File: src/rtl/ffsa_ram.sv
`timescale 1ns / 1ps
module ffsa_ram #(
  parameter int unsigned Width = 8,
  parameter int unsigned Depth = 16
) (
  input  logic                     clk_i,
  input  logic                     we_i,
  input  logic [$clog2(Depth)-1:0] waddr_i,
  input  logic [Width-1:0]         wdata_i,
  input  logic [$clog2(Depth)-1:0] raddr_i,
  output logic [Width-1:0]         rdata_o
);
  logic [Width-1:0] mem_q [Depth];
  always_ff @(posedge clk_i) begin
    if (we_i) begin
      mem_q[waddr_i] <= wdata_i;
    end
    rdata_o <= mem_q[raddr_i];
  end
endmodule

File: config.mk
export PLATFORM = sky130hd
export DESIGN_NAME = ffsa_ram
export DESIGN_NICKNAME = d
export VERILOG_FILES = /design/src/rtl/ffsa_ram.sv
export SDC_FILE = /design/constraint.sdc
export NUM_CORES = 1
export LEC_CHECK = 0
export BUFFER_PORTS_ARGS = -buffer_cell sky130_fd_sc_hd__buf_2
export CAP_MARGIN = 0
export CORE_MARGIN = 2
export CORE_UTILIZATION = 54
export DETAILED_ROUTE_END_ITERATION = 10
export GPL_ROUTABILITY_DRIVEN = 0
export GPL_TIMING_DRIVEN = 1
export PLACE_DENSITY = 0.71
export SYNTH_ARGS = -nofsm -noshare
export SYNTH_HDL_FRONTEND = slang
export SYNTH_SLANG_ARGS = --single-unit
File: constraint.sdc
create_clock -name clk_i -period 2.1 [get_ports clk_i]
set_clock_uncertainty 0.1 [all_clocks]
set_input_delay 0.42 -clock clk_i [delete_from_list [all_inputs] [get_ports clk_i]]
set_output_delay 0.42 -clock clk_i [all_outputs]
set_load 0.05 [all_outputs]
-- Word level (Yosys, flattened, before mapping)
Memory sizes are Yosys's and may differ from the RTL's. A register that Yosys moved wholly into a read port is not among the register bits.
Index checks and enable logic that the tools add are counted.
- bits in registers: 0
- bits in writable memories: 128
- output and inout port bits: 8
- logic and storage cells: 3
- memories kept: 1
- mux-type cells: 2
- memory list (memory ; words ; bits a word ; read ports ; clocked after Yosys merged registers in ; write ports ; line ; source):
    mem_q ; 16 ; 8 ; 1 ; 1 ; 1 ; 13 ; logic [Width-1:0] mem_q [Depth];
- operator list (operator ; number):
    1-bit two-way mux ; 2

-- Longest topological paths before layout
- depth after elaboration: 2
- gate-level depth with buffers: 5
- mapped depth without buffers: 3

-- Worst setup path before layout
No wires, ideal clock.
- path kind: in2reg
- from: in waddr_i[2]
- to: mem mem_q[0][0], enable pin
- data arrival time: 1.530 ns
- required time: 1.617 ns
- path slack: 0.087 ns
- stages on the path: 2
- buffers on the path: 0
- cells stage by stage: or3b_2 -> nor3_1
- RTL lines (element ; line ; source):
    from (decl) ; 8 ; input logic [$clog2(Depth)-1:0] waddr_i,
    to (decl) ; 13 ;
No word-level cell before the write port.

-- Worst setup path after layout
- from: reg rdata_o[6], read port of mem_q
- to: out rdata_o[6]
- RTL lines (element ; line ; source):
    from (decl) ; 11 ; output logic [Width-1:0] rdata_o
No word-level cell between the ends.

==> impl_metrics.tcl <==
set metrics [dict create \
    grt_setup_unrepaired "no" \
    cts-resized-gates 0 \
    dpl.hpwl_um 5780 \
    portBuffers 25 \
    clkTransAtPathRegs_ps 60 \
    cts_tree "built" \
    synth_fa_ha_area_share_pct 0 \
    yosys_warnings 0 \
    ys_seq_elements 136 \
    reg2reg_depth 3 \
    first_iter_violations 208 \
    power.share.combinational_pct 5.6 \
    synth_compound_area_share_pct 2.33 \
    core_area_um2 9240 \
    cp_slowest_cell "dfxtp_1" \
    ys_types 19 \
    maxSlewViolCount 0 \
    slowest_delay_ps 350 \
    worst_ep_required_time_ps 1580 \
    post-route-period-util_pct 78.8 \
    path_cells "buf_2" \
    max_freq_ghz 0.605 \
    drive_gt1_share_pct 32.0 \
    synth_fp_nets 247 \
    fin_crit_ps 1650 \
    avgSynthCellArea_um2 22.5 \
    max_cap_violations 0 \
    post-route-drc-count 0 \
    min_to "mem_q[7][4]" \
    power.switching_uw 1260 \
    wl_per_cell_um 21.9 \
    yosysSeqAreaShare_pct 77.8 \
    critical_path.top_delay_family "flip-flops" \
    yosys.area_share.simple_pct 3.18 \
    fin_util_pct 66.1 \
    power_frac_seq_pct 49.8 \
    cts_root_buf "clkbuf_8" \
    vias_per_cell 5.73 \
    hold_buffers 0 \
    async_flop_share_pct 0 \
    antenna_cells 0 \
    internal_power_uw 4870 \
    die-area_um2 10300 \
    crit_path_end_kind "primary output" \
    p_per_area_nw_per_um2 1000 \
    status "completed" \
    yosys.area.top_type_share_pct 74.7 \
    nFillCells 598 \
    holdCritPathClass "input pin to register" \
    synthTopCellsByArea "edfxtp_1 (75%), mux4_2 (7.9%), mux4_1 (7.1%), dfxtp_1 (3.1%), a22oi_1 (2.3%)" \
    ys.flop_type "edfxtp_1" \
    slew_headroom_pct 73.1 \
    arrival_ps 1130 \
    die_h_um 102 \
    start_kind "register" \
    setup_viol 0 \
    initial_core_util_pct 55.7 \
    fin_tns_setup_ps 0 \
    critPathKind "register to primary output" \
    overflow 0 \
    track_usage_pct 20.4 \
    clock-sinks 136 \
    rr_endpoint "rdata_o[6]" \
    seq_area_um2 4000 \
    io_pins 26 \
    grt_pass1_vias 2512 \
    p_sw_share_pct 20.6 \
    cts_setup_buffers 0 \
    mostFrequentLayoutCells "edfxtp_1 (128), buf_2 (25), mux4_2 (18), buf_4 (18)" \
    synth_xor_area_share_pct 0 \
    h-tree-depth 4 \
    grt_max_degree 33 \
    grt_pass1_wl_um 14500 \
    r2r-start "mem_q[11][6]" \
    startpoint "rdata_o[6]" \
    syn_to_final_growth_pct 18.6 \
    antenna_found_initial 1 \
    layout_commonest_cell "edfxtp_1" \
    rows 35 \
    reg2reg_slack_ps 600 \
    die_w_um 102 \
    clkPwrFrac_pct 44.6 \
    hold_viol_final 0 \
    nets 302 \
    postRouteWirelength_um 9310 \
    multi_input_comb_area_um2 1060 \
    vias 2441 \
    syn-instance-count 229 \
    synthesis.area_um2 5150 \
    clock_path_buffers 2 \
    cts_buffers 17 \
    holdPathStages 1 \
    worstMarginPinSlew_ps 404 \
    ir_drop_v 0.000595 \
    cp.buffers_inverters 1 \
    hp-start "wdata_i[4]" \
    clk_latency_ps 510 \
    critPathMaxFanout 1 \
    ant_nets 0 \
    synth_edf_count 128 \
    leakage_uw 0.00209 \
    drt_pass1_iterations 4 \
    synth_top_family_by_area "multiplexers" \
    synth_top_area_cell "edfxtp_1" \
    synth_mux_area_share_pct 15.0 \
]
==> flip-flops by register name, summed over array words and instances, names as in the netlist <==
name,flops
mem_q,128
rdata_o,8
==> synth_stat cells, types with 2 or more instances <==
cell type and count:
buf_2 3, nor3_1 4, a22oi_1 16, buf_6 3
edfxtp_1 128, mux4_1 14, mux4_2 18, dfxtp_1 8
nand3b_1 2, nand2b_1 2, nand2_1 9, clkdlybuf4s25_2 3
nor2_1 13
==> stage by stage <==
stage                     setup WS (ps)  instances  hold WS, ps  cell area (um^2)  power (uW)
after floorplan                    87.1        229          419              5150        3320
after global placement              168        394          554              5540        3450
after detailed placement            163        394          564              5540        3460
after CTS                           417        426          177              6110        6170
after global routing                396        426          177              6110        6330
final                               446        426          198              6110        6130
==> cell families after synthesis <==
family,Yosys count
and+or+nand+nor,35
muxes,32
buffers and inverters,10
AOI/OAI and AO/OA,16
DFF,136
==> worst max path at each step <==
stage,cells past startpoint,to
6_report,1,rdata_o[6]
5_1_grt,1,rdata_o[6]
4_1_cts,1,rdata_o[6]
3_5_place_dp,5,rdata_o[1]
3_3_place_gp,5,rdata_o[1]
2_1_floorplan,2,mem_q[0][0]
==> power groups by stage <==
stage                     Clock [uW]  Sequential [uW]  Combinational (uW)
after detailed placement           0             3110                 346
after global routing            2900             3060                 369
final                           2740             3050                 342
after floorplan                    0             3170                 154
after global placement             0             3110                 341
after CTS                       2760             3050                 348
==> layout make-up <==
class                   count  area share, %
multi-input cells          83           17.3
clock buffers              19           7.07
clock inverters            13           2.15
well taps                 129           2.64
repair buffers             46           5.25
flip-flops and latches    136           65.6
==> per-layer routing <==
layer / vias up / wire length, um / track usage, % / part of all wire [%]
met4: 2 / 131 / 8.00 / 1.4
met2: 66 / 4710 / 32.0 / 51
met1: 1277 / 4040 / 27.5 / 43
li1: 1085 / - / - / -
met5: - / 12 / 0 / 0.13
met3: 11 / 415 / 6.00 / 4.5
No activity file was read; power rests on OpenSTA's default activity.
