`src/rtl/ffsa_pkg.sv`:
```
`timescale 1ns / 1ps
package ffsa_pkg;
  localparam int unsigned SegmentsPerPool = 64;
  localparam int unsigned TableSize = 2 * SegmentsPerPool;
  localparam int unsigned IdxBits = $clog2(TableSize);
  localparam int unsigned LinkBits = IdxBits + 1;
  localparam int unsigned AddrBits = 20;
  localparam int unsigned EndBits = AddrBits + 1;
  localparam int unsigned OwnerBits = 16;
  localparam int unsigned RegBits = 21;
  localparam logic [LinkBits-1:0] Nil = LinkBits'(TableSize);

  localparam logic [1:0] StOk = 2'd0;
  localparam logic [1:0] StNoFit = 2'd1;
  localparam logic [1:0] StFull = 2'd2;
  localparam logic [1:0] StNotFound = 2'd3;

  localparam logic [1:0] RegTotal = 2'd0;
  localparam logic [1:0] RegSystem = 2'd1;
  localparam logic [1:0] RegReserved = 2'd2;

  // Entry word: start, end, in_use, next, prev.
  localparam int unsigned EntryBits = AddrBits + EndBits + 1 + 2 * LinkBits;

  typedef struct packed {
    logic [AddrBits-1:0] start;
    logic [EndBits-1:0]  stop;
    logic                in_use;
    logic [LinkBits-1:0] next;
    logic [LinkBits-1:0] prev;
  } entry_t;

  typedef enum logic [4:0] {
    S_INIT, S_IDLE, S_WALK_RD, S_WALK_CHK, S_SPARE_RD, S_SPARE_CHK,
    S_SPLIT_NRD, S_SPLIT_NWR, S_SPLIT_Q, S_SPLIT_P,
    S_FREE_LRD, S_FREE_LCHK, S_FREE_NRD, S_FREE_NCHK,
    S_MRG_L, S_MRG_LNN, S_MRG_LREL, S_MRG_N, S_MRG_NNRD, S_MRG_NNWR,
    S_MRG_NREL, S_MRG_PWR, S_DONE
  } state_e;
endpackage

```
`src/rtl/ffsa_ctrl.sv`:
```
`timescale 1ns / 1ps
module ffsa_ctrl import ffsa_pkg::*; (
  input  logic                 clk_i,
  input  logic                 rst_ni,
  input  logic                 rebuild_i,
  input  logic [RegBits-1:0]   tot_i,
  input  logic [RegBits-1:0]   sys_i,
  input  logic [RegBits-1:0]   res_i,
  input  logic                 in_valid_i,
  output logic                 in_ready_o,
  input  logic                 kind_i,
  input  logic [OwnerBits-1:0] owner_id_i,
  input  logic [RegBits-1:0]   request_size_i,
  input  logic [AddrBits-1:0]  free_address_i,
  input  logic                 free_from_system_i,
  output logic                 out_valid_o,
  input  logic                 out_ready_i,
  output logic [1:0]           status_o,
  output logic [AddrBits-1:0]  address_o,
  output logic                 mem_we_o,
  output logic [IdxBits-1:0]   mem_waddr_o,
  output entry_t               mem_wdata_o,
  output logic [IdxBits-1:0]   mem_raddr_o,
  input  entry_t               mem_rdata_i,
  output logic                 own_we_o,
  output logic [OwnerBits-1:0] own_wdata_o
);
  state_e state_q, state_d;
  logic [IdxBits:0] init_q, init_d;
  logic [LinkBits-1:0] head_q [2];
  logic [LinkBits-1:0] head_d [2];
  logic [LinkBits-1:0] spare_q, spare_d;
  logic [LinkBits-1:0] p_q, p_d, q_q, q_d, x_q, x_d;
  logic [IdxBits:0] steps_q, steps_d;
  entry_t pe_q, pe_d, xe_q, xe_d, ne_q, ne_d;
  logic kind_q, kind_d;
  logic [OwnerBits-1:0] own_q, own_d;
  logic [RegBits-1:0] size_q, size_d;
  logic [AddrBits-1:0] where_q, where_d;
  logic [1:0] st_q, st_d;
  logic [AddrBits-1:0] ad_q, ad_d;
  logic ov_q, ov_d;

  logic [EndBits-1:0] ct, cs, cr, len;
  logic hs0, hs1;
  always_comb begin
    ct = tot_i;
    if (ct == '0) ct = EndBits'(1);
    if (ct > EndBits'(1 << AddrBits)) ct = EndBits'(1 << AddrBits);
    cs = (sys_i > ct) ? ct : sys_i;
    cr = (res_i > cs) ? cs : res_i;
    hs0 = cr < cs;
    hs1 = cs < ct;
  end
  assign len = mem_rdata_i.stop - EndBits'(mem_rdata_i.start);

  assign in_ready_o = (state_q == S_IDLE) && !ov_q;
  assign out_valid_o = ov_q;
  assign status_o = st_q;
  assign address_o = ad_q;

  always_comb begin
    state_d = state_q; init_d = init_q; head_d = head_q; spare_d = spare_q;
    p_d = p_q; q_d = q_q; x_d = x_q; steps_d = steps_q;
    pe_d = pe_q; xe_d = xe_q; ne_d = ne_q;
    kind_d = kind_q; own_d = own_q; size_d = size_q;
    where_d = where_q; st_d = st_q; ad_d = ad_q; ov_d = ov_q;
    mem_we_o = 1'b0; mem_waddr_o = '0; mem_wdata_o = '0; mem_raddr_o = '0;
    own_we_o = 1'b0; own_wdata_o = own_q;
    if (ov_q && out_ready_i) ov_d = 1'b0;
    case (state_q)
      S_INIT: begin
        // rebuild sweep
        mem_we_o = 1'b1;
        mem_waddr_o = init_q[IdxBits-1:0];
        own_we_o = 1'b1;
        own_wdata_o = '0;
        mem_wdata_o.prev = Nil;
        if (init_q == '0 && hs0) begin
          mem_wdata_o.start = cr[AddrBits-1:0]; mem_wdata_o.stop = cs; mem_wdata_o.next = Nil;
        end else if (init_q == (IdxBits+1)'(hs0) && hs1) begin
          mem_wdata_o.start = cs[AddrBits-1:0]; mem_wdata_o.stop = ct; mem_wdata_o.next = Nil;
        end else begin
          mem_wdata_o.next = (init_q == (IdxBits+1)'(TableSize - 1)) ? Nil
                             : LinkBits'(init_q + 1'b1);
        end
        head_d[0] = hs0 ? LinkBits'(0) : Nil;
        head_d[1] = hs1 ? LinkBits'(hs0) : Nil;
        spare_d = LinkBits'(32'(hs0) + 32'(hs1));
        init_d = init_q + 1'b1;
        if (init_q == (IdxBits+1)'(TableSize - 1)) state_d = S_IDLE;
      end
      S_IDLE: begin
        if (in_valid_i && in_ready_o) begin
          kind_d = kind_i; own_d = owner_id_i; size_d = request_size_i;
          where_d = free_address_i; steps_d = '0;
          p_d = kind_i ? head_q[!free_from_system_i] : head_q[owner_id_i != '0];
          ad_d = '0;
          if (!kind_i && request_size_i == '0) begin
            st_d = StNoFit; state_d = S_DONE;
          end else begin
            state_d = S_WALK_RD;
          end
        end
      end
      S_WALK_RD: begin
        mem_raddr_o = p_q[IdxBits-1:0];
        if (p_q[IdxBits] || steps_q[IdxBits]) begin
          st_d = kind_q ? StNotFound : StNoFit; state_d = S_DONE;
        end else state_d = S_WALK_CHK;
      end
      S_WALK_CHK: begin
        pe_d = mem_rdata_i;
        steps_d = steps_q + 1'b1;
        if (!kind_q && !mem_rdata_i.in_use && len >= EndBits'(size_q)) begin
          if (len > EndBits'(size_q)) state_d = S_SPARE_RD;
          else begin
            mem_we_o = 1'b1; mem_waddr_o = p_q[IdxBits-1:0];
            mem_wdata_o = mem_rdata_i; mem_wdata_o.in_use = 1'b1;
            own_we_o = 1'b1;
            st_d = StOk; ad_d = mem_rdata_i.start; state_d = S_DONE;
          end
        end else if (kind_q && mem_rdata_i.start == where_q) begin
          state_d = S_FREE_LRD;
        end else begin
          p_d = mem_rdata_i.next; state_d = S_WALK_RD;
        end
      end
      S_SPARE_RD: begin
        mem_raddr_o = spare_q[IdxBits-1:0];
        q_d = spare_q;
        if (spare_q[IdxBits]) begin
          st_d = StFull; state_d = S_DONE;
        end else state_d = S_SPARE_CHK;
      end
      S_SPARE_CHK: begin
        spare_d = mem_rdata_i.next;
        state_d = pe_q.next[IdxBits] ? S_SPLIT_Q : S_SPLIT_NRD;
      end
      S_SPLIT_NRD: begin
        mem_raddr_o = pe_q.next[IdxBits-1:0];
        state_d = S_SPLIT_NWR;
      end
      S_SPLIT_NWR: begin
        mem_we_o = 1'b1; mem_waddr_o = pe_q.next[IdxBits-1:0];
        mem_wdata_o = mem_rdata_i; mem_wdata_o.prev = q_q;
        state_d = S_SPLIT_Q;
      end
      S_SPLIT_Q: begin
        mem_we_o = 1'b1; mem_waddr_o = q_q[IdxBits-1:0];
        mem_wdata_o.start = pe_q.start + size_q[AddrBits-1:0];
        mem_wdata_o.stop = pe_q.stop; mem_wdata_o.in_use = 1'b0;
        mem_wdata_o.next = pe_q.next; mem_wdata_o.prev = p_q;
        state_d = S_SPLIT_P;
      end
      S_SPLIT_P: begin
        mem_we_o = 1'b1; mem_waddr_o = p_q[IdxBits-1:0];
        mem_wdata_o = pe_q; mem_wdata_o.in_use = 1'b1; mem_wdata_o.next = q_q;
        mem_wdata_o.stop = EndBits'(pe_q.start) + EndBits'(size_q);
        own_we_o = 1'b1;
        st_d = StOk; ad_d = pe_q.start; state_d = S_DONE;
      end
      S_FREE_LRD: begin
        pe_d.in_use = 1'b0;
        mem_raddr_o = pe_q.prev[IdxBits-1:0];
        state_d = pe_q.prev[IdxBits] ? S_FREE_NRD : S_FREE_LCHK;
      end
      S_FREE_LCHK: begin
        xe_d = mem_rdata_i; x_d = pe_q.prev;
        state_d = mem_rdata_i.in_use ? S_FREE_NRD : S_MRG_L;
      end
      S_MRG_L: begin
        // left absorbs p; p goes to spare chain
        xe_d.stop = pe_q.stop; xe_d.next = pe_q.next;
        mem_we_o = 1'b1; mem_waddr_o = p_q[IdxBits-1:0];
        mem_wdata_o = pe_q; mem_wdata_o.in_use = 1'b0; mem_wdata_o.prev = Nil;
        mem_wdata_o.next = spare_q;
        spare_d = p_q;
        state_d = pe_q.next[IdxBits] ? S_MRG_LREL : S_MRG_LNN;
      end
      S_MRG_LNN: begin
        mem_raddr_o = pe_q.next[IdxBits-1:0];
        state_d = S_MRG_LREL;
      end
      S_MRG_LREL: begin
        if (!pe_q.next[IdxBits]) begin
          mem_we_o = 1'b1; mem_waddr_o = pe_q.next[IdxBits-1:0];
          mem_wdata_o = mem_rdata_i; mem_wdata_o.prev = x_q;
        end
        p_d = x_q; pe_d = xe_q;
        state_d = S_FREE_NRD;
      end
      S_FREE_NRD: begin
        mem_raddr_o = pe_q.next[IdxBits-1:0];
        state_d = pe_q.next[IdxBits] ? S_MRG_PWR : S_FREE_NCHK;
      end
      S_FREE_NCHK: begin
        ne_d = mem_rdata_i; x_d = pe_q.next;
        state_d = mem_rdata_i.in_use ? S_MRG_PWR : S_MRG_N;
      end
      S_MRG_N: begin
        pe_d.stop = ne_q.stop; pe_d.next = ne_q.next;
        mem_we_o = 1'b1; mem_waddr_o = x_q[IdxBits-1:0];
        mem_wdata_o = ne_q; mem_wdata_o.in_use = 1'b0; mem_wdata_o.prev = Nil;
        mem_wdata_o.next = spare_q;
        spare_d = x_q;
        state_d = ne_q.next[IdxBits] ? S_MRG_PWR : S_MRG_NNRD;
      end
      S_MRG_NNRD: begin
        mem_raddr_o = pe_q.next[IdxBits-1:0];
        state_d = S_MRG_NNWR;
      end
      S_MRG_NNWR: begin
        mem_we_o = 1'b1; mem_waddr_o = pe_q.next[IdxBits-1:0];
        mem_wdata_o = mem_rdata_i; mem_wdata_o.prev = p_q;
        state_d = S_MRG_PWR;
      end
      S_MRG_PWR: begin
        mem_we_o = 1'b1; mem_waddr_o = p_q[IdxBits-1:0]; mem_wdata_o = pe_q;
        st_d = StOk; state_d = S_DONE;
      end
      S_DONE: begin
        ov_d = 1'b1; state_d = S_IDLE;
      end
      default: state_d = S_IDLE;
    endcase
    if (rebuild_i) begin
      state_d = S_INIT; init_d = '0;
    end
  end

  always_ff @(posedge clk_i or negedge rst_ni) begin
    if (!rst_ni) begin
      state_q <= S_INIT; init_q <= '0; head_q[0] <= Nil; head_q[1] <= Nil;
      spare_q <= Nil; ov_q <= 1'b0; steps_q <= '0;
    end else begin
      state_q <= state_d; init_q <= init_d; head_q <= head_d;
      spare_q <= spare_d; ov_q <= ov_d; steps_q <= steps_d;
    end
  end

  always_ff @(posedge clk_i) begin
    p_q <= p_d; q_q <= q_d; x_q <= x_d; pe_q <= pe_d; xe_q <= xe_d; ne_q <= ne_d;
    kind_q <= kind_d; own_q <= own_d; size_q <= size_d;
    where_q <= where_d; st_q <= st_d; ad_q <= ad_d;
  end
endmodule

```
`config.mk`:
```
export PLATFORM = sky130hd
export DESIGN_NAME = ffsa_ctrl
export DESIGN_NICKNAME = d
export VERILOG_FILES = /design/src/rtl/ffsa_pkg.sv /design/src/rtl/ffsa_ctrl.sv
export SDC_FILE = /design/constraint.sdc
export NUM_CORES = 1
export LEC_CHECK = 0
export ABC_AREA = 1
export BUFFER_PORTS_ARGS = -buffer_cell sky130_fd_sc_hd__buf_4
export CORE_UTILIZATION = 59
export CTS_CLUSTER_SIZE = 16
export DETAILED_ROUTE_END_ITERATION = 10
export GPL_TIMING_DRIVEN = 0
export PLACE_DENSITY = 0.83
export SLEW_MARGIN = 30
export SYNTH_ARGS = -nofsm -noshare
export SYNTH_HDL_FRONTEND = slang
export SYNTH_SLANG_ARGS = --single-unit
```
`constraint.sdc`:
```
create_clock -name clk_i -period 13.5 [get_ports clk_i]
set_clock_uncertainty 0.1 [all_clocks]
set_input_delay 2.7 -clock clk_i [delete_from_list [all_inputs] [get_ports clk_i]]
set_output_delay 2.7 -clock clk_i [all_outputs]
set_load 0.05 [all_outputs]
```
# Yosys cells after proc, flatten, opt, wreduce, memory -nomap -nowiden
# Index checks and enable logic that the tools add are counted.
totals:
  ff_bits: 315
  inputBits: 185
  output_inout_bits: 114
  word_cells: 209
classes:
  add_sub_neg: 6
  magnitude_cmp: 9
  n_eq_ne: 34
  muxes: 83
  bitwise: 2
  n_reduce_logical: 46
ops:
  columns: ["operator", "n"]
  rows:
  - ["$pmux 41 s8", 1]
  - ["$mux 58", 3]
  - ["$mux 8", 18]
  - ["$pmux 16 s9", 1]
  - ["$pmux 5 s20", 1]
  - ["$mux 21", 4]
  - ["$mux 41", 2]
  - ["$pmux 8 s2", 4]
  - ["$gt 21x21->1", 3]
  - ["$pmux 21 s3", 1]
  - ["$mux 20", 3]
  - ["$pmux 20 s3", 1]
  - ["$mux 5", 10]
  - ["$pmux 7 s7", 1]
  - ["$pmux 8 s3", 2]
  - ["$logic_not 21->1", 2]
  - ["$lt 21x21->1", 2]
  - ["$pmux 21 s2", 1]
  - ["$eq 5x4->1 const B", 8]
  - ["$pmux 20 s2", 1]
  - ["$pmux 8 s4", 1]
  - ["$eq 5x5->1 const B", 6]
  - ["$pmux 7 s4", 1]
  - ["$add 20x21->21", 1]
  - ["45 further kinds", 102]

# Longest topological paths before layout
# Gate-level depths: netlist of the first run.
logic_depth:
  depth_word: 14
  ltp_mapped: 55
  depth_no_buf: 51

# Worst setup path before layout of the first run
# Ideal clock, no wire load.
synth_path:
  path_kind: "input to output"
  from: "in tot_i[20]"
  to: "out mem_wdata_o[33] (netlist bit)"
  arrival_time_ns: 8.606
  required_time_ns: 10.700
  path_slack_ns: 2.094
  cell_stages: 47
  n_path_buf: 3
  path_cell_list: "inv_1 nand2_1 nor2_1 nand3_1 nand3_1 nor2_1 nand3_1 nand2_2 inv_1 nor2_1 inv_1 ha_1 nand2_1 nor2_1 nand4_1 or3_1 nand2_2 inv_2 (+11 left out) clkbuf_1 o21a_1 inv_1 ha_1 nand2_1 inv_1 nand3_1 nor3_1 nor4b_1 nand2_2 nand2_4 inv_8 buf_12 nand3_1 nand2_1 inv_1 nand2_1 nand2_1"
synth_rtl:
  columns: ["element", "line_no", "text"]
  rows:
  - ["start: declaration", "ffsa_ctrl.sv:6", "input logic [RegBits-1:0] tot_i,"]
  - ["end: declaration", "ffsa_ctrl.sv:22", "output entry_t mem_wdata_o,"]

==> reports/metrics.yaml, run 1 <==
status:
  status: "complete, no violations"
finish:
  antenna_cells: 0
  area_growth_pct: 19.2
  nNetsFinal: 3256
  drive_gt1_share_pct: 17.2
  layout_commonest_cell: "nand2_1"
  fin_area_sq_um: 25300
  n_fill_cell: 2764
  layout_common_cells: "696 x nand2_1, 393 x inv_1, 312 x buf_4, 269 x edfxtp_1, 147 x ha_1"
  stdcell_count: 3407
floorplanning:
  fp.dieH_um: 192
  start_util_pct: 59.8
  die-area_sq_um: 36700
  die_w_um: 192
  num_io_pins: 299
  rows: 69
  core_area_sq_um: 35500
yosys:
  synth_compound_area_share_pct: 15.0
  syn_nets: 2915
  synth_simple_gate_area_share_pct: 22.2
  yosysUniqueCellTypes: 63
  postSynthCellCount: 2581
  synth-edff-count: 269
  synth-xor-area-share_pct: 1.90
  ys_warn_count: 0
  postSynth.asyncResetShare_pct: 10.9
  synthAdderAreaFrac_pct: 8.86
  synth_flop_cell: "edfxtp_1"
  synth_area_sq_um: 21200
  yosysSeqAreaShare_pct: 42.0
  synth_top_family_by_area: "simple AND/OR/NAND/NOR gates"
  ys_ff_latch: 302
  synthMuxAreaShare_pct: 0
  syn_area_per_cell_sq_um: 8.22
clock_tree:
  tritoncts: "built"
  htreeDepth: 2
  root_buffer: "clkbuf_16"
  clkTransAtPathRegs_ps: 60
  cts_max_path_buffers: 3
  cts_buffers: 34
  clk_latency_ps: 550
  ctsHoldBuffers: 0
  cts.sinks: 302
routing:
  drt_iter0_markers: 2830
  dr.pass1.iters: 6
  wl_mm: 80.4
  viasPerCell: 6.23
  ant_nets: 0
  drc: 0
  vias: 21200
  wl_per_cell_um: 23.6
timing:
  finalCriticalPeriod_ps: 13150
  fin_tns_setup_ps: 0
  setup_viol: 0
  hold_viol_final: 0
  drv_slew: 0
  slew-limit-headroom_pct: 29.6
  worst_slew_pin_slew_ps: 1060
  whs_ps: 396
  min_period_over_period_pct: 97.4
  fmax_mhz: 76.0
placement:
  place_congestion: 1.04
  port_buffers: 298
  placed_cell_area_sq_um: 24200
  dpl.hpwl_mm: 63.0
  dp_cells: 3346
power_and_ir_drop:
  power_switching_uw: 1090
  powerDensity_nw_per_um2: 117
  power_frac_seq_pct: 35.0
  power_leakage_uw: 0.0117
  power_frac_comb_pct: 35.4
  netSwitchingFraction_pct: 37.0
  ir_drop_v: 0.000203
  clockPowerShare_pct: 29.6
  p_int_uw: 1860
critical_path:
  cpPeakStageDelay_ps: 350
  cp_common_cell: "nand2_1"
  cp-end-kind: "output pin"
  required_ps: 10700
  path_class: "input port to output pin"
  cpMaxStageDelayCell: "or3_1"
  crit_fanout: 10
  critPathArrivalTime_ps: 10350
  critPathLaunchType: "input port"
grt:
  groute.usage.overall_pct: 43.0
  grt_max_degree: 53
  grt_pass1_vias: 20300
  grt_pass1_wl_mm: 117
  grt_overflow: 0
  antenna_found_initial: 1
run:
  drv_cap: 0
worst_hold_path:
  hold_path_class: "flop to flop"
-- layer usage --
| metal | GRT usage (%) | wire, um |
|---|---|---|
| met1 | 54.0 | 29300 |
| met2 | 67.8 | 36000 |
| met3 | 9.21 | 9630 |
| met4 | 26.2 | 5390 |
| met5 | 0 | 13 |
-- cell usage after synthesis (all sizes together), types with 3 or more instances --
cell type | count | share of area, %
dfrtp | 30 | 3.5
xnor2 | 9 | 0.37
nor2 | 138 | 2.7
a31oi | 5 | 0.15
o32ai | 8 | 0.33
dfstp | 3 | 0.37
edfxtp | 269 | 38
o21bai | 5 | 0.18
nand3 | 117 | 3.5
a221oi | 26 | 1.1
clkbuf | 41 | 0.75
o221ai | 13 | 0.54
nand2 | 708 | 13
a22oi | 9 | 0.32
clkinv | 3 | 0.053
o2111ai | 19 | 0.78
inv | 415 | 7.4
a21o | 6 | 0.21
o21ai | 152 | 3.9
buf | 48 | 1.9
a211oi | 8 | 0.28
a2111oi | 4 | 0.17
or2 | 4 | 0.12
nor4 | 24 | 0.71
o22ai | 33 | 0.97
nand4 | 58 | 1.7
a21oi | 129 | 3.0
o211ai | 52 | 1.8
ha | 147 | 8.7
xor2 | 37 | 1.5
nor3 | 17 | 0.48
and3 | 3 | 0.088
o21a | 24 | 0.85
-- metrics by stage --
| step | power (uW) | utilization (%) | setup slack (ps) |
|---|---|---|---|
| 4_1_cts | 2920 | 71.0 | 174 |
| 5_1_grt | 3050 | 71.2 | -100 |
| 6_report | 2950 | 71.2 | 350 |
| 3_5_place_dp | 2060 | 68.1 | 3.09 |
| 3_3_place_gp | 2040 | 67.7 | 140 |
| 2_1_floorplan | 1740 | - | 2090 |
-- layout make-up --
class / instances / area [sq um] / share of cell area (%)
Multi-Input combinational cell: 1772 / 10300 / 40.7
Sequential cell: 302 / 8910 / 35.2
Timing Repair Buffer: 305 / 2350 / 9.31
Inverter: 418 / 1580 / 6.25
Clock buffer: 50 / 951 / 3.76
Tap cell: 461 / 577 / 2.28
Buffer: 89 / 559 / 2.21
Clock inverter: 10 / 57.6 / 0.228
-- flip-flops by register name, indices dropped and copies added, names as in the netlist --
signal	cells
pe_q	58
xe_q	58
ne_q	49
size_q	21
address_o	20
where_q	20
own_q	16
init_q	8
p_q	8
q_q	8
spare_q	8
steps_q	8
x_q	8
state_q	5
head_q	3
status_o	2
kind_q	1
out_valid_o	1
-- power by group through the flow --
stage               clock, uW  combinational [uW]  sequential (uW)
detailed placement          0                1010             1050
global placement            0                 989             1050
floorplan                   0                 696             1050
CTS                       869                1020             1030
global route              900                1120             1030
finish                    876                1050             1030
-- final timing paths --
| path | depth (start not counted) | to | start | slack, ps |
|---|---|---|---|---|
| setup reg to reg | 10 | state_q[0] | state_q[0] | 9800 |
| hold reg to reg | 0 | q_q[5] | spare_q[5] | 400 |
| min in group asynchronous | 1 | out_valid_o | rst_ni | 2020 |
| max in group asynchronous | 1 | head_q[7] | rst_ni | 10920 |
| hold / removal | 0 | q_q[5] | spare_q[5] | 400 |
| setup / recovery | 47 | mem_wdata_o[37] | tot_i[20] | 350 |
-- cells by family after synthesis --
kind of cell / count (synthesis)
adders and majority gates: 149
AOI/OAI and AO/OA: 502
and+or+nand+nor: 1075
buffers and inverters: 507
xor gates and xnor gates: 46
DFF: 302
-- worst max-delay path: cells and delay by family --
kind            cells  cell delay [ps]
buf+inv            13             2000
fa+ha+maj           3              940
simple gates       23             3020
compound gates      8             1660
-- what timing repair did --
| action | in CTS | in global routing |
|---|---|---|
| resized for setup | 1 | 17 |
| pin swaps | 0 | 1 |
| endpoints found under the setup margin | 4 | 45 |
| buffers inserted | 0 | 1 |
No activity file was read; power rests on OpenSTA's default activity.
==> run 2: changes to the inputs <==
Settings changed: RECOVER_POWER set to 25.
==> reports/metrics.yaml, run 2 (same netlist as run 1, synthesis figures left out) <==
critical_path:
  cpMaxStageDelayCell: "or3_1"
  cpPeakStageDelay_ps: 360  # about the same
  endpoint: "mem_wdata_o[37]"
  required_ps: 10700  # about the same
  cp.depth: 47  # unchanged
  reg2reg_slack_ps: 8670  # -1130 ps
  crit_fanout: 10  # unchanged
  r2r-end: "p_q[0]"
  critPathLaunchType: "input port"
  crit_buf_inv: 13  # unchanged
  reg2reg_depth: 12  # +2
  critPathArrivalTime_ps: 10380  # +30 ps
  cp_common_cell: "nand2_1"
  r2r_start: "state_q[3]"
  critPathTopFamily: "simple AND/OR/NAND/NOR gates"
  path_class: "input port to output pin"
  crit_path_start: "tot_i[20]"
  cp-end-kind: "output pin"
grt:
  grt_pass1_wl_mm: 117  # unchanged
  grt_pass1_vias: 20300  # unchanged
  groute.usage.overall_pct: 43.0  # unchanged
  grt_max_degree: 53  # unchanged
  grt_overflow: 0  # unchanged
  antenna_found_initial: 1  # unchanged
placement:
  port_buffers: 298  # unchanged
  place_congestion: 1.04  # unchanged
  dp_slack_ps: 3.09  # unchanged
  dpl.hpwl_mm: 63.0  # unchanged
status:
  violations: "max-capacitance violations, max-slew violations"
  status: "finished with violations"
power_and_ir_drop:
  power_leakage_uw: 0.0115  # -1.2%
  power.total_uw: 2950  # -0.12%
  ir_drop_v: 0.000203  # about the same
  powerDensity_nw_per_um2: 118  # +0.62%
floorplanning:
  fp.dieH_um: 192  # unchanged
  start_util_pct: 59.8  # unchanged
  die_w_um: 192  # unchanged
  core_area_sq_um: 35500  # unchanged
  die-area_sq_um: 36700  # unchanged
  num_io_pins: 299  # unchanged
  rows: 69  # unchanged
routing:
  drt_iter0_markers: 2849  # +0.67%
  wl_mm: 80.5  # +0.19%
  wl_met1_mm: 29.6  # +0.95%
  drc: 0  # unchanged
  viasPerCell: 6.24  # +0.23%
  dr.pass1.iters: 6  # unchanged
  wl_per_cell_um: 23.6  # +0.19%
  wl_met3_mm: 9.52  # -1.2%
  vias: 21300  # +0.23%
  ant_nets: 0  # unchanged
  wl_met2_mm: 35.9  # -0.21%
  top_layer: "met5"
timing:
  setup_ws_ps: 319  # -30.7 ps
  worst_slew_pin_slew_ps: 2050  # +995 ps
  hold_viol_final: 0  # unchanged
  drv_slew: 99  # +99
  fmax_mhz: 75.9  # -0.23%
  slew-limit-headroom_pct: -36.7  # -66 points
  setup_viol: 0  # unchanged
  min_period_over_period_pct: 97.6  # +0.23 points
  finalCriticalPeriod_ps: 13180  # +30.7 ps
clock_tree:
  tritoncts: "built"
  cts.sinks: 302  # unchanged
  root_buffer: "clkbuf_16"
  cts_max_path_buffers: 3  # unchanged
  clk_latency_ps: 550  # about the same
  htreeDepth: 2  # unchanged
  ctsHoldBuffers: 0  # unchanged
  clkTransAtPathRegs_ps: 60  # about the same
  cts_buffers: 34  # unchanged
finish:
  top_regs: "pe_q x58, xe_q x58, ne_q x49"
  layout_commonest_cell: "nand2_1"
  area_growth_pct: 18.3
  postLayoutCoreUtil_pct: 70.7  # -0.53 points
  layout_common_cells: "697 x nand2_1, 398 x inv_1, 269 x edfxtp_1, 233 x buf_4, 147 x ha_1"
  antenna_cells: 0  # unchanged
  nNetsFinal: 3256  # unchanged
  drive_gt1_share_pct: 15.6  # -1.6 points
run:
  drv_cap: 4  # +4
worst_hold_path:
  hold_path_class: "flop to flop"
==> run 2: where the power goes <==
group          internal (uW)  leakage [uW]  switching [uW]
clock network            489      0.000497             388
logic                    343       0.00830             698
registers               1030       0.00275            7.77
==> run 2: repair_timing <==
action                     CTS  global route
pin swaps                    0             1
setup endpoints to repair    4            45
resized for setup            1            17
buffers inserted             0             1
==> run 2: stage by stage <==
stage	TNS [ps]	cell area, sq um	std cells	hold WS, ps
6_report	0	25100	3407	398
5_1_grt	-381	25100	3407	416
3_5_place_dp	0	24200	3346	375
2_1_floorplan	0	21200	2581	342
4_1_cts	0	25200	3406	395
3_3_place_gp	0	24000	3340	358
==> run 2: layer usage <==
metal | track usage [%] | vias to the layer above
met5 | 0 | -
met4 | 26.2 | 2
met3 | 9.21 | 336
met2 | 67.8 | 1578
met1 | 54.0 | 9829
li1 | - | 9520
==> run 2: how the worst min path moves through the flow <==
stage / cells past startpoint / endpoint / slack, ps / start
6_report: 1 / steps_q[6] / 400 / steps_q[6]
2_1_floorplan: 2 / head_q[0] / 340 / head_q[0]
4_1_cts: 2 / head_q[0] / 400 / head_q[0]
3_3_place_gp: 2 / head_q[0] / 360 / head_q[0]
5_1_grt: 1 / steps_q[6] / 420 / steps_q[6]
3_5_place_dp: 2 / head_q[0] / 380 / head_q[0]
==> run 2: worst reg2reg max path, delay by kind of cell, from the launching register on <==
kind	cells	cell delay [ps]
and+or+nand+nor	5	2080
AOI/OAI and AO/OA	1	130
DFF	1	450
buffers and inverters	6	1710
==> run 2: layout make-up <==
| type | instances | area [sq um] |
|---|---|---|
| fill | 2808 | 10400 |
| multi-input combinational | 1772 | 10300 |
| sequential | 302 | 8910 |
| timing repair buffer | 305 | 2210 |
| inverter | 418 | 1580 |
| clock buffer | 50 | 951 |
| tap | 461 | 577 |
| buffer | 89 | 556 |
| clock inverter | 10 | 57.6 |
